### config.mk
export PLATFORM = sky130hd
export DESIGN_NAME = accelerator_utilization_fuser_core
export DESIGN_NICKNAME = d
export VERILOG_FILES = /design/src/hw/rtl/auf_pkg.sv /design/src/hw/rtl/auf_cfg_regs.sv /design/src/hw/rtl/auf_divider.sv /design/src/hw/rtl/auf_ctrl.sv /design/src/hw/rtl/auf_datapath.sv /design/src/hw/rtl/accelerator_utilization_fuser_core.sv
export VERILOG_INCLUDE_DIRS = /design/src /design/src/hw/rtl
export SDC_FILE = /design/constraint.sdc
export NUM_CORES = 2
export LEC_CHECK = 0
export BUFFER_PORTS_ARGS = -buffer_cell sky130_fd_sc_hd__clkbuf_2
export CAP_MARGIN = 20
export CORE_AREA = 3 3 463 327
export CTS_BUF_LIST = sky130_fd_sc_hd__clkbuf_2
export CTS_CLUSTER_SIZE = 12
export DETAILED_ROUTE_END_ITERATION = 8
export DIE_AREA = 0 0 466 330
export PLACE_DENSITY = 0.61
export SETUP_SLACK_MARGIN = 0.2
export SLEW_MARGIN = 20
export SYNTH_ARGS = -nofsm -noshare
export SYNTH_HDL_FRONTEND = slang
export SYNTH_SLANG_ARGS = --single-unit
export TNS_END_PERCENT = 10
### constraint.sdc
create_clock -name clk -period 10.5 [get_ports clk]
set_clock_uncertainty 0.2 [all_clocks]
set_input_delay 1.575 -clock clk [delete_from_list [all_inputs] [get_ports clk]]
set_output_delay 1.575 -clock clk [all_outputs]
set_load 0.05 [all_outputs]
### src/hw/rtl/accelerator_utilization_fuser_core_macros.svh
// ----------------------------------------------------------------------------
// Assertion macros for the utilization fuser core
// Implication checks sampled on clk and disabled during rst.
// ----------------------------------------------------------------------------
`ifndef ACCELERATOR_UTILIZATION_FUSER_CORE_MACROS_SVH
`define ACCELERATOR_UTILIZATION_FUSER_CORE_MACROS_SVH

// same-cycle implication
`define AUF_ASSERT_IMPL(label, ante, cons, msg) \
  label: assert property (@(posedge clk) disable iff (rst) (ante) |-> (cons)) \
    else $error(msg);

// next-cycle implication
`define AUF_ASSERT_NEXT(label, ante, cons, msg) \
  label: assert property (@(posedge clk) disable iff (rst) (ante) |=> (cons)) \
    else $error(msg);

`endif

### src/hw/rtl/auf_pkg.sv
// ----------------------------------------------------------------------------
// auf_pkg
// Widths, constants and shared types of the utilization fuser.
// ----------------------------------------------------------------------------
`default_nettype none

package auf_pkg;

  // sample field widths
  localparam int COUNT_W    = 32;
  localparam int TIME_W     = 32;
  localparam int POWER_W    = 16;
  localparam int RATE_W     = 24;
  localparam int LEVEL_W    = 15;
  localparam int THR_W      = 15;
  localparam int WEIGHT_W   = 9;
  localparam int CFG_IDX_W  = 3;
  localparam int CFG_DATA_W = 24;

  // levels in 1/256 percent
  localparam logic [LEVEL_W-1:0] FULL_LEVEL      = 15'd25600;
  localparam logic [LEVEL_W-1:0] LOW_POWER_LEVEL = 15'd1280;   // 5 percent
  localparam logic [LEVEL_W-1:0] HIGH_INF_LEVEL  = 15'd10240;  // 40 percent
  localparam logic [LEVEL_W-1:0] GAP_LEVEL       = 15'd12800;  // 50 percent
  localparam logic [WEIGHT_W-1:0] UNIT_WEIGHT    = 9'd256;
  localparam int WEIGHT_FRAC = 8;

  // power map: num * 25600 = (num * 25) << 10
  localparam int P25_W       = POWER_W + 5;
  localparam int POWER_SHIFT = 10;
  localparam int PDVD_W      = P25_W + POWER_SHIFT;

  // inference map: delta * 25600e6 = (delta * 5^8) << 16
  localparam int X_STEPS = 8;
  localparam int XM_W    = COUNT_W + 19;
  localparam int X_SHIFT = 16;
  localparam int X_W     = XM_W + X_SHIFT;
  localparam int D_W     = TIME_W + RATE_W;
  localparam int DS_W    = D_W + LEVEL_W - 1;
  localparam int DIV_W   = (X_W > DS_W) ? X_W : DS_W;

  // serial multiply of elapsed time by rate, one rate bit per step
  localparam int MUL_STEPS  = RATE_W;
  localparam int STEP_CNT_W = $clog2(MUL_STEPS);

  // fusion arithmetic
  localparam int PROD_W      = WEIGHT_W + LEVEL_W;
  localparam int NORM_W      = PROD_W + 1 - WEIGHT_FRAC;
  localparam int STALL_SUM_W = 18;
  localparam int DIV10_W     = 20;
  localparam logic [DIV10_W-1:0] DIV10_MULT = 20'd838861;  // ceil(2^23 / 10)
  localparam int DIV10_SHIFT = 23;
  localparam int Q10_W       = STALL_SUM_W + DIV10_W;

  // register reset values
  localparam logic [POWER_W-1:0]  RST_IDLE_POWER   = 16'd1000;
  localparam logic [POWER_W-1:0]  RST_ACTIVE_POWER = 16'd2500;
  localparam logic [RATE_W-1:0]   RST_RATE         = 24'd30;
  localparam logic [THR_W-1:0]    RST_STALL_PWR    = 15'd15360;
  localparam logic [THR_W-1:0]    RST_STALL_INF    = 15'd2560;
  localparam logic [WEIGHT_W-1:0] RST_WEIGHT       = 9'd128;

  typedef enum logic [CFG_IDX_W-1:0] {
    REG_IDLE_POWER,
    REG_ACTIVE_POWER,
    REG_EXPECTED_RATE,
    REG_STALL_POWER_THR,
    REG_STALL_INF_THR,
    REG_POWER_WEIGHT,
    REG_INF_WEIGHT
  } cfg_reg_e;

  typedef struct packed {
    logic [POWER_W-1:0] power_mw;
    logic [COUNT_W-1:0] inference_count;
    logic [TIME_W-1:0]  timestamp_us;
  } auf_in_t;

  typedef struct packed {
    logic [LEVEL_W-1:0] power_level;
    logic [LEVEL_W-1:0] inference_level;
    logic [LEVEL_W-1:0] utilization;
    logic               stall_seen;
    logic               healthy;
    logic [COUNT_W-1:0] count_delta;
  } auf_out_t;

  typedef struct packed {
    logic [POWER_W-1:0]  idle_power_mw;
    logic [POWER_W-1:0]  active_power_mw;
    logic [RATE_W-1:0]   expected_rate;
    logic [THR_W-1:0]    stall_power_threshold;
    logic [THR_W-1:0]    stall_inference_threshold;
    logic [WEIGHT_W-1:0] power_weight_q8;
    logic [WEIGHT_W-1:0] inference_weight_q8;
  } auf_cfg_t;

  typedef struct packed {
    logic capture;
    logic mul_step;
    logic x_step;
    logic take_pl;
    logic start_inf;
    logic take_il;
    logic fuse1;
    logic fuse2;
    logic load_out;
  } auf_cmd_t;

  typedef struct packed {
    logic div_busy;
  } auf_status_t;

endpackage

`default_nettype wire

### src/hw/rtl/auf_cfg_regs.sv
// ----------------------------------------------------------------------------
// auf_cfg_regs
// Configuration register bank, written by index.
// ----------------------------------------------------------------------------
`default_nettype none

module auf_cfg_regs import auf_pkg::*; (
  input  logic                  clk,
  input  logic                  rst,
  input  logic                  cfg_valid,
  input  logic                  cfg_ready,
  input  logic [CFG_IDX_W-1:0]  cfg_index,
  input  logic [CFG_DATA_W-1:0] cfg_data,
  output auf_cfg_t              cfg
);

  always_ff @(posedge clk) begin
    if (rst) begin
      cfg.idle_power_mw             <= RST_IDLE_POWER;
      cfg.active_power_mw           <= RST_ACTIVE_POWER;
      cfg.expected_rate             <= RST_RATE;
      cfg.stall_power_threshold     <= RST_STALL_PWR;
      cfg.stall_inference_threshold <= RST_STALL_INF;
      cfg.power_weight_q8           <= RST_WEIGHT;
      cfg.inference_weight_q8       <= RST_WEIGHT;
    end else if (cfg_valid && cfg_ready) begin
      case (cfg_index)
        REG_IDLE_POWER:      cfg.idle_power_mw <= cfg_data[POWER_W-1:0];
        REG_ACTIVE_POWER:    cfg.active_power_mw <= cfg_data[POWER_W-1:0];
        REG_EXPECTED_RATE:   cfg.expected_rate <= cfg_data[RATE_W-1:0];
        REG_STALL_POWER_THR: cfg.stall_power_threshold <= cfg_data[THR_W-1:0];
        REG_STALL_INF_THR:   cfg.stall_inference_threshold <= cfg_data[THR_W-1:0];
        REG_POWER_WEIGHT:    cfg.power_weight_q8 <= cfg_data[WEIGHT_W-1:0];
        REG_INF_WEIGHT:      cfg.inference_weight_q8 <= cfg_data[WEIGHT_W-1:0];
        default: ;
      endcase
    end
  end

endmodule

`default_nettype wire

### src/hw/rtl/auf_divider.sv
// ----------------------------------------------------------------------------
// auf_divider
// Bit-serial quotient search, one quotient bit per cycle, capped at full
// level. Finds the largest q <= 25600 with q * divisor <= dividend.
// ----------------------------------------------------------------------------
`default_nettype none

module auf_divider import auf_pkg::*; (
  input  logic               clk,
  input  logic               rst,
  input  logic               start,
  input  logic [X_W-1:0]     dividend,
  input  logic [D_W-1:0]     divisor,
  output logic               busy,
  output logic [LEVEL_W-1:0] quotient
);

  `include "accelerator_utilization_fuser_core_macros.svh"

  localparam logic [LEVEL_W-1:0] TOP_BIT = {1'b1, {(LEVEL_W-1){1'b0}}};

  logic [X_W-1:0]     rem;
  logic [DS_W-1:0]    dsh;    // divisor aligned to the current quotient bit
  logic [LEVEL_W-1:0] mask;
  logic [LEVEL_W-1:0] trial;
  logic [DIV_W-1:0]   rem_ext;
  logic [DIV_W-1:0]   dsh_ext;
  logic [DIV_W-1:0]   rem_diff;
  logic               fits;

  assign trial    = quotient | mask;
  assign rem_ext  = DIV_W'(rem);
  assign dsh_ext  = DIV_W'(dsh);
  assign rem_diff = rem_ext - dsh_ext;
  assign fits     = (trial <= FULL_LEVEL) && (dsh_ext <= rem_ext);

  always_ff @(posedge clk) begin
    if (rst) begin
      busy <= 1'b0;
    end else if (start) begin
      busy <= 1'b1;
    end else if (busy && mask[0]) begin
      busy <= 1'b0;
    end
  end

  always_ff @(posedge clk) begin
    if (start) begin
      rem      <= dividend;
      dsh      <= {divisor, {(LEVEL_W-1){1'b0}}};
      mask     <= TOP_BIT;
      quotient <= '0;
    end else if (busy) begin
      if (fits) begin
        quotient <= trial;
        rem      <= rem_diff[X_W-1:0];
      end
      dsh  <= dsh >> 1;
      mask <= mask >> 1;
    end
  end

  `AUF_ASSERT_IMPL(a_no_restart, start, !busy, "divider restarted mid-search")
  `AUF_ASSERT_IMPL(a_quot_capped, $fell(busy), quotient <= FULL_LEVEL,
                   "quotient above full level")

endmodule

`default_nettype wire

### src/hw/rtl/auf_ctrl.sv
// ----------------------------------------------------------------------------
// auf_ctrl
// Sequencer: capture, serial multiply with power division, inference
// division, two fusion steps, then the output register.
// ----------------------------------------------------------------------------
`default_nettype none

module auf_ctrl import auf_pkg::*; (
  input  logic        clk,
  input  logic        rst,
  input  logic        in_valid,
  output logic        in_ready,
  output logic        out_valid,
  input  logic        out_ready,
  input  auf_status_t status,
  output auf_cmd_t    cmd
);

  `include "accelerator_utilization_fuser_core_macros.svh"

  typedef enum logic [2:0] {
    S_IDLE,
    S_MUL,
    S_LAUNCH,
    S_IDIV,
    S_FUSE1,
    S_FUSE2,
    S_OUT
  } state_t;

  state_t                state;
  logic [STEP_CNT_W-1:0] step_cnt;
  logic                  out_free;

  assign out_free = !out_valid || out_ready;

  always_comb begin
    cmd      = '0;
    in_ready = 1'b0;
    case (state)
      S_IDLE: begin
        in_ready    = 1'b1;
        cmd.capture = in_valid;
      end
      S_MUL: begin
        cmd.mul_step = 1'b1;
        cmd.x_step   = (step_cnt < STEP_CNT_W'(X_STEPS));
      end
      S_LAUNCH: begin
        cmd.take_pl   = 1'b1;
        cmd.start_inf = 1'b1;
      end
      S_IDIV:  cmd.take_il = !status.div_busy;
      S_FUSE1: cmd.fuse1 = 1'b1;
      S_FUSE2: cmd.fuse2 = 1'b1;
      S_OUT:   cmd.load_out = out_free;
      default: ;
    endcase
  end

  always_ff @(posedge clk) begin
    if (rst) begin
      state     <= S_IDLE;
      step_cnt  <= '0;
      out_valid <= 1'b0;
    end else begin
      if (cmd.load_out) begin
        out_valid <= 1'b1;
      end else if (out_ready) begin
        out_valid <= 1'b0;
      end
      case (state)
        S_IDLE: begin
          step_cnt <= '0;
          if (in_valid) state <= S_MUL;
        end
        S_MUL: begin
          if (step_cnt == STEP_CNT_W'(MUL_STEPS - 1)) begin
            state <= S_LAUNCH;
          end else begin
            step_cnt <= step_cnt + 1'b1;
          end
        end
        S_LAUNCH: state <= S_IDIV;
        S_IDIV:   if (!status.div_busy) state <= S_FUSE1;
        S_FUSE1:  state <= S_FUSE2;
        S_FUSE2:  state <= S_OUT;
        S_OUT:    if (out_free) state <= S_IDLE;
        default:  state <= S_IDLE;
      endcase
    end
  end

  // power division shares the divider and must be done by end of multiply
  `AUF_ASSERT_IMPL(a_pdiv_done, cmd.take_pl, !status.div_busy,
                   "power division still running at launch")
  `AUF_ASSERT_IMPL(a_idle_div, in_ready, !status.div_busy,
                   "divider busy while taking a sample")
  `AUF_ASSERT_IMPL(a_no_overwrite, cmd.load_out, !out_valid || out_ready,
                   "result overwritten before transaction")

endmodule

`default_nettype wire

### src/hw/rtl/auf_datapath.sv
// ----------------------------------------------------------------------------
// auf_datapath
// Sample history, operand setup, serial multipliers, shared divider and
// fusion arithmetic, plus the result register.
// ----------------------------------------------------------------------------
`default_nettype none

module auf_datapath import auf_pkg::*; (
  input  logic        clk,
  input  logic        rst,
  input  auf_cmd_t    cmd,
  output auf_status_t status,
  input  auf_in_t     in_data,
  input  auf_cfg_t    cfg,
  output auf_out_t    out_data
);

  // history
  logic [COUNT_W-1:0] last_count;
  logic [TIME_W-1:0]  last_time;
  logic               have_last;

  // capture-time operands
  logic [COUNT_W-1:0] delta;
  logic [TIME_W-1:0]  dt;
  logic [POWER_W-1:0] pnum;
  logic [POWER_W-1:0] pden;
  logic [P25_W-1:0]   p25;
  logic [PDVD_W-1:0]  pdvd;

  // sample registers
  logic [COUNT_W-1:0] count_delta;
  logic               zero_den;
  logic [XM_W-1:0]    x_acc;
  logic [D_W-1:0]     mul_a;
  logic [RATE_W-1:0]  mul_b;
  logic [D_W-1:0]     d_acc;

  // divider hookup
  logic               div_start;
  logic [X_W-1:0]     div_dividend;
  logic [D_W-1:0]     div_divisor;
  logic               div_busy;
  logic [LEVEL_W-1:0] div_quot;

  // fusion
  logic [LEVEL_W-1:0]     pl;
  logic [LEVEL_W-1:0]     il;
  logic [WEIGHT_W-1:0]    pw;
  logic [WEIGHT_W-1:0]    iw;
  logic [LEVEL_W-1:0]     pth;
  logic [LEVEL_W-1:0]     ith;
  logic [LEVEL_W-1:0]     gap;
  logic [PROD_W-1:0]      prod_p;
  logic [PROD_W-1:0]      prod_i;
  logic [STALL_SUM_W-1:0] s_stall;
  logic                   stall;
  logic                   healthy;
  logic [Q10_W-1:0]       prod10;
  logic [LEVEL_W-1:0]     q10;
  logic [PROD_W:0]        norm_sum;
  logic [NORM_W-1:0]      norm;
  logic [LEVEL_W-1:0]     util;

  assign delta = have_last ? in_data.inference_count - last_count : '0;
  assign dt    = in_data.timestamp_us - last_time;

  // linear power map; inverted when active is below idle
  always_comb begin
    pnum = '0;
    pden = '0;
    if (cfg.active_power_mw == cfg.idle_power_mw) begin
      pnum = (in_data.power_mw > cfg.idle_power_mw) ? POWER_W'(1) : '0;
      pden = POWER_W'(1);
    end else if (cfg.active_power_mw > cfg.idle_power_mw) begin
      if (in_data.power_mw > cfg.idle_power_mw) begin
        pnum = in_data.power_mw - cfg.idle_power_mw;
      end
      pden = cfg.active_power_mw - cfg.idle_power_mw;
    end else begin
      if (in_data.power_mw < cfg.idle_power_mw) begin
        pnum = cfg.idle_power_mw - in_data.power_mw;
      end
      pden = cfg.idle_power_mw - cfg.active_power_mw;
    end
  end

  assign p25  = P25_W'({pnum, 4'b0}) + P25_W'({pnum, 3'b0}) + P25_W'(pnum);
  assign pdvd = {p25, {POWER_SHIFT{1'b0}}};

  always_ff @(posedge clk) begin
    if (rst) begin
      last_count <= '0;
      last_time  <= '0;
      have_last  <= 1'b0;
    end else if (cmd.capture) begin
      last_count <= in_data.inference_count;
      last_time  <= in_data.timestamp_us;
      have_last  <= 1'b1;
    end
  end

  // delta * 5^8 by repeated x5, dt * rate by shift-add over rate bits
  always_ff @(posedge clk) begin
    if (cmd.capture) begin
      count_delta <= delta;
      zero_den    <= (dt == '0) || (cfg.expected_rate == '0);
      x_acc       <= XM_W'(delta);
      mul_a       <= D_W'(dt);
      mul_b       <= cfg.expected_rate;
      d_acc       <= '0;
    end else if (cmd.mul_step) begin
      if (cmd.x_step) x_acc <= x_acc + {x_acc[XM_W-3:0], 2'b00};
      if (mul_b[0]) d_acc <= d_acc + mul_a;
      mul_a <= {mul_a[D_W-2:0], 1'b0};
      mul_b <= mul_b >> 1;
    end
  end

  assign div_start    = cmd.capture || cmd.start_inf;
  assign div_dividend = cmd.capture ? X_W'(pdvd) : {x_acc, {X_SHIFT{1'b0}}};
  assign div_divisor  = cmd.capture ? D_W'(pden) : d_acc;

  auf_divider u_div (
    .clk      (clk),
    .rst      (rst),
    .start    (div_start),
    .dividend (div_dividend),
    .divisor  (div_divisor),
    .busy     (div_busy),
    .quotient (div_quot)
  );

  assign status.div_busy = div_busy;

  assign pw  = (cfg.power_weight_q8 > UNIT_WEIGHT) ? UNIT_WEIGHT : cfg.power_weight_q8;
  assign iw  = (cfg.inference_weight_q8 > UNIT_WEIGHT) ? UNIT_WEIGHT
                                                       : cfg.inference_weight_q8;
  assign pth = (cfg.stall_power_threshold > FULL_LEVEL) ? FULL_LEVEL
                                                        : cfg.stall_power_threshold;
  assign ith = (cfg.stall_inference_threshold > FULL_LEVEL) ? FULL_LEVEL
                                                            : cfg.stall_inference_threshold;
  assign gap = (pl > il) ? pl - il : il - pl;

  // x / 10 as (x * ceil(2^23/10)) >> 23, exact for x below 2^22
  assign prod10   = Q10_W'(s_stall) * Q10_W'(DIV10_MULT);
  assign norm_sum = (PROD_W+1)'(prod_p) + (PROD_W+1)'(prod_i);
  assign util     = stall ? q10
                  : (norm > NORM_W'(FULL_LEVEL)) ? FULL_LEVEL : norm[LEVEL_W-1:0];

  always_ff @(posedge clk) begin
    if (cmd.take_pl) pl <= div_quot;
    if (cmd.take_il) il <= zero_den ? '0 : div_quot;
    if (cmd.fuse1) begin
      prod_p  <= PROD_W'(pw) * PROD_W'(pl);
      prod_i  <= PROD_W'(iw) * PROD_W'(il);
      s_stall <= STALL_SUM_W'({pl, 1'b0}) + STALL_SUM_W'(pl)
               + STALL_SUM_W'({il, 3'b0}) - STALL_SUM_W'(il);
      stall   <= (pl > pth) && (il < ith);
      healthy <= !(((pl < LOW_POWER_LEVEL) && (il > HIGH_INF_LEVEL)) || (gap > GAP_LEVEL));
    end
    if (cmd.fuse2) begin
      q10  <= prod10[DIV10_SHIFT +: LEVEL_W];
      norm <= norm_sum[PROD_W:WEIGHT_FRAC];
    end
    if (cmd.load_out) begin
      out_data.power_level     <= pl;
      out_data.inference_level <= il;
      out_data.utilization     <= util;
      out_data.stall_seen      <= stall;
      out_data.healthy         <= healthy;
      out_data.count_delta     <= count_delta;
    end
  end

endmodule

`default_nettype wire

### src/hw/rtl/accelerator_utilization_fuser_core.sv
// ----------------------------------------------------------------------------
// accelerator_utilization_fuser_core
// Each telemetry transaction runs as follows from acceptance until its result
// is offered: the elapsed time is multiplied by the expected rate one rate
// bit per cycle (the power quotient is found in the shared divider
// meanwhile), a launch step then starts the inference quotient in that
// divider, followed by two fusion steps and the output load.
// A sample is taken only while the core is idle; a finished result sits in
// the output register, so the next sample may be accepted before it is taken,
// and a new result waits for that register to empty. Configuration writes
// are always accepted (cfg_ready is always high) and belong in idle periods
// only.
// ----------------------------------------------------------------------------
`default_nettype none

module accelerator_utilization_fuser_core import auf_pkg::*; (
  input  logic                  clk,
  input  logic                  rst,
  input  logic                  in_valid,
  output logic                  in_ready,
  input  auf_in_t               in_data,
  output logic                  out_valid,
  input  logic                  out_ready,
  output auf_out_t              out_data,
  input  logic                  cfg_valid,
  output logic                  cfg_ready,
  input  logic [CFG_IDX_W-1:0]  cfg_index,
  input  logic [CFG_DATA_W-1:0] cfg_data
);

  auf_cfg_t    cfg;
  auf_cmd_t    cmd;
  auf_status_t status;

  assign cfg_ready = 1'b1;

  auf_cfg_regs u_cfg (
    .clk       (clk),
    .rst       (rst),
    .cfg_valid (cfg_valid),
    .cfg_ready (cfg_ready),
    .cfg_index (cfg_index),
    .cfg_data  (cfg_data),
    .cfg       (cfg)
  );

  auf_ctrl u_ctrl (
    .clk       (clk),
    .rst       (rst),
    .in_valid  (in_valid),
    .in_ready  (in_ready),
    .out_valid (out_valid),
    .out_ready (out_ready),
    .status    (status),
    .cmd       (cmd)
  );

  auf_datapath u_dp (
    .clk      (clk),
    .rst      (rst),
    .cmd      (cmd),
    .status   (status),
    .in_data  (in_data),
    .cfg      (cfg),
    .out_data (out_data)
  );

endmodule

`default_nettype wire
==> results_dict.tcl <==
set metrics [dict create \
    syn_area_mm2 0.0632 \
    fp.dieW_um 466 \
    grt_pass1_vias 48700 \
    stdcell_area_mm2 0.0691 \
    synth.yosys.seq_area_share_pct 31.7 \
    min_period_ns 7.96 \
    async_reset_ff_share_pct 0 \
    ioPinCount 194 \
    holdWs_ns 0.207 \
    rsz0062_at_grt "no" \
    synthesis.nets 8157 \
    root_buffer "clkbuf_2" \
    first_pass_iters 6 \
    area_delta_synth_final_pct 9.44 \
    synthDistinctLibCells 96 \
    critPathKind "reg2reg" \
    layout-drive-gt1-share_pct 9.03 \
    critPathRequiredTime_ns 11.57 \
    postPlaceCellArea_mm2 0.0662 \
    reg2reg_to "u_dp.u_div.rem[30]" \
    max_cap_viol_count 0 \
    dp.cells 8973 \
    p_int_w 0.00788 \
    wirelength_um 182000 \
    numPortBuffers 192 \
    dieHeight_um 330 \
    cts_sinks 775 \
    cpPeakStageDelay_ns 0.62 \
    crit_top_cell "o21ai_0" \
    status "complete, no violations" \
    arrival_ns 9.04 \
    worstSkewPairLatency_ns 1.65 \
    ir_drop_mv 0.141 \
    fin_util_pct 46.9 \
    startpoint_type "flip-flop" \
    ys_seq_elements 775 \
    tns_ns 0 \
    setup_viol 0 \
    num-nets-final 8437 \
    drt_iter0_markers 4581 \
    regToRegSetupSlack_ns 2.54 \
    grt_overflow 0 \
    instances_no_fill 9457 \
    synth_edf_count 453 \
    cts_tree "done" \
    grt_pass1_wl_um 281000 \
    mostFrequentLayoutCell "nand2_1" \
    timing.final.crit_share_pct 75.9 \
    hpwl_um 139000 \
    hold_depth 0 \
    max_freq_mhz 126 \
    die_area_mm2 0.154 \
    h-tree-depth 4 \
    antenna_found_initial 18 \
    powerDensity_mw_per_mm2 208 \
    ys_warn_count 0 \
    hold_violations 0 \
    rr_worst_depth 30 \
    hold_end "u_dp.out_data[29]" \
    worstSetupEndpointType "flip-flop" \
    worstHoldPathType "reg2reg" \
    grt_usage_pct 23.3 \
    avgSynthCellArea_um2 9.01 \
    critical_path.max_fanout 20 \
    ctsHoldBuffers 88 \
    gp_congestion 0.953 \
    min-delay-start "u_dp.count_delta[29]" \
    ctsResizeCount 0 \
    switchingPower_w 0.00650 \
    clock_path_buffers 3 \
    leakage_nw 31.5 \
    cp-startpoint "u_cfg.cfg[81]" \
    relSlewSlack_pct 27.5 \
    most-common-layout-cells "nand2_1 (954), inv_1 (816), ha_1 (722)" \
    finalMaxSlewViolations 0 \
    switching_share_pct 45.2 \
    max_slew.worst_pin.slew_ns 1.09 \
    p_clk_share_pct 16.5 \
    num_vias 51500 \
    routedWlPerCell_um 19.2 \
    pwr-share-seq_pct 31.5 \
    placement_rows 118 \
    synthCells 7009 \
    synth-main-ff-cell "edfxtp_1" \
    start_util_pct 42.8 \
    r2r_start "u_cfg.cfg[81]" \
    numCtsBuffers 206 \
    power_frac_comb_pct 52.0 \
    drcViolationCount 0 \
    via_per_inst 5.44 \
    grt_max_degree 119 \
    clkTransAtPathRegs_ns 0.12 \
    slowest_stage "fa_1" \
    core_mm2 0.147 \
    postCtsSetupBuffers 0 \
    postRouteAntennaNets 0 \
]
worst max-delay path, delay by kind of cell (launching register included):
kind,cells,cell delay [ns]
DFF,1,0.36
buffers and inverters,4,0.42
AOI/OAI and AO/OA,11,2.28
adders and majority gates,4,1.45
and+or+nand+nor,11,2.95
metrics by stage:
step	power (W)	worst slack, ns
after floorplan	0.00976	2.55
after global placement	0.0117	1.66
after detailed placement	0.0118	1.66
after CTS	0.0143	2.59
after global routing	0.0155	1.77
final	0.0144	2.54
power by group through the flow:
stage / Clock (W) / Sequential [W] / Combinational [W]
2_1_floorplan: 0 / 0.00430 / 0.00546
3_3_place_gp: 0 / 0.00455 / 0.00719
3_5_place_dp: 0 / 0.00456 / 0.00727
4_1_cts: 0.00247 / 0.00450 / 0.00736
5_1_grt: 0.00261 / 0.00457 / 0.00832
6_report: 0.00237 / 0.00453 / 0.00749
registers in the layout (all words and copies together), names as in the netlist, 32 cells and up:
register / count
u_cfg.cfg: 104
u_dp.u_div.rem: 67
u_dp.x_acc: 51
u_dp.last_time: 32
u_dp.out_data: 79
u_dp.last_count: 32
u_dp.u_div.dsh: 70
u_dp.count_delta: 32
u_dp.d_acc: 56
u_dp.mul_a: 56
worst max path at each step:
stage | cells past startpoint | endpoint | slack, ns
final | 30 | u_dp.u_div.rem[30] | 2.54
after global routing | 28 | u_dp.u_div.rem[29] | 1.77
after CTS | 29 | u_dp.u_div.rem[30] | 2.59
after detailed placement | 32 | u_dp.u_div.rem[29] | 1.66
after global placement | 32 | u_dp.u_div.rem[29] | 1.66
after floorplan | 32 | u_dp.u_div.rem[29] | 2.55
per-layer routing:
layer | GRT usage (%) | wire, um
met4 | 6.13 | 3760
met2 | 32.1 | 71200
met1 | 36.2 | 91600
met5 | 0 | 35
met3 | 5.11 | 15200
kinds of logic (layout without fill, tap and decap cells):
group           after synthesis  count (layout)  synth area share [%]
fa+ha+maj                  1036            1036                  24.3
mux                          62              62                  1.01
flops                       775             775                  31.7
buf+inv                    1094            1553                  6.52
xor+xnor                    329             329                  4.56
compound gates             1735            1735                  17.4
other cells                   1              10               0.00594
simple gates               1977            1977                  14.5
cells in the mapped netlist, types with 13 or more instances:
cell,count,share of area [%]
nand2b_1,56,0.55
and3_1,51,0.51
o21ai_0,327,2.6
o31ai_1,25,0.30
o211ai_1,23,0.27
nor2_1,297,1.8
a211oi_1,41,0.49
nand3b_1,16,0.19
and2_1,178,1.8
a22o_1,75,1.0
nor3_1,64,0.51
a22oi_1,19,0.23
o22ai_1,18,0.18
ha_1,722,14
nand3_1,88,0.70
a21o_1,255,3.0
o21bai_1,82,0.97
clkbuf_1,258,1.5
nand4_1,56,0.55
dfxtp_1,322,10
a211o_1,22,0.31
nor4_1,34,0.34
mux2i_1,49,0.78
o21a_1,37,0.44
mux2_2,13,0.23
a221o_1,13,0.21
o21ai_1,17,0.13
fa_1,314,10
xnor2_1,200,2.8
or3_1,21,0.21
inv_1,818,4.9
a21oi_1,598,4.7
a31oi_1,36,0.36
nand2_1,958,5.7
a21boi_0,14,0.17
xor2_1,129,1.8
or2_2,19,0.19
nor2b_1,101,1.0
edfxtp_1,453,22
area by class of cell:
cell class | instances | area, um^2
Multi-Input combinational cell | 5140 | 39100
Clock inverter | 82 | 529
Antenna cell | 9 | 22.5
Inverter | 818 | 3080
Sequential cell | 775 | 20100
Tap cell | 1980 | 2480
Fill cell | 14200 | 78400
Clock buffer | 305 | 1530
Timing Repair Buffer | 348 | 2390
Power figures use the tool's default switching activity.
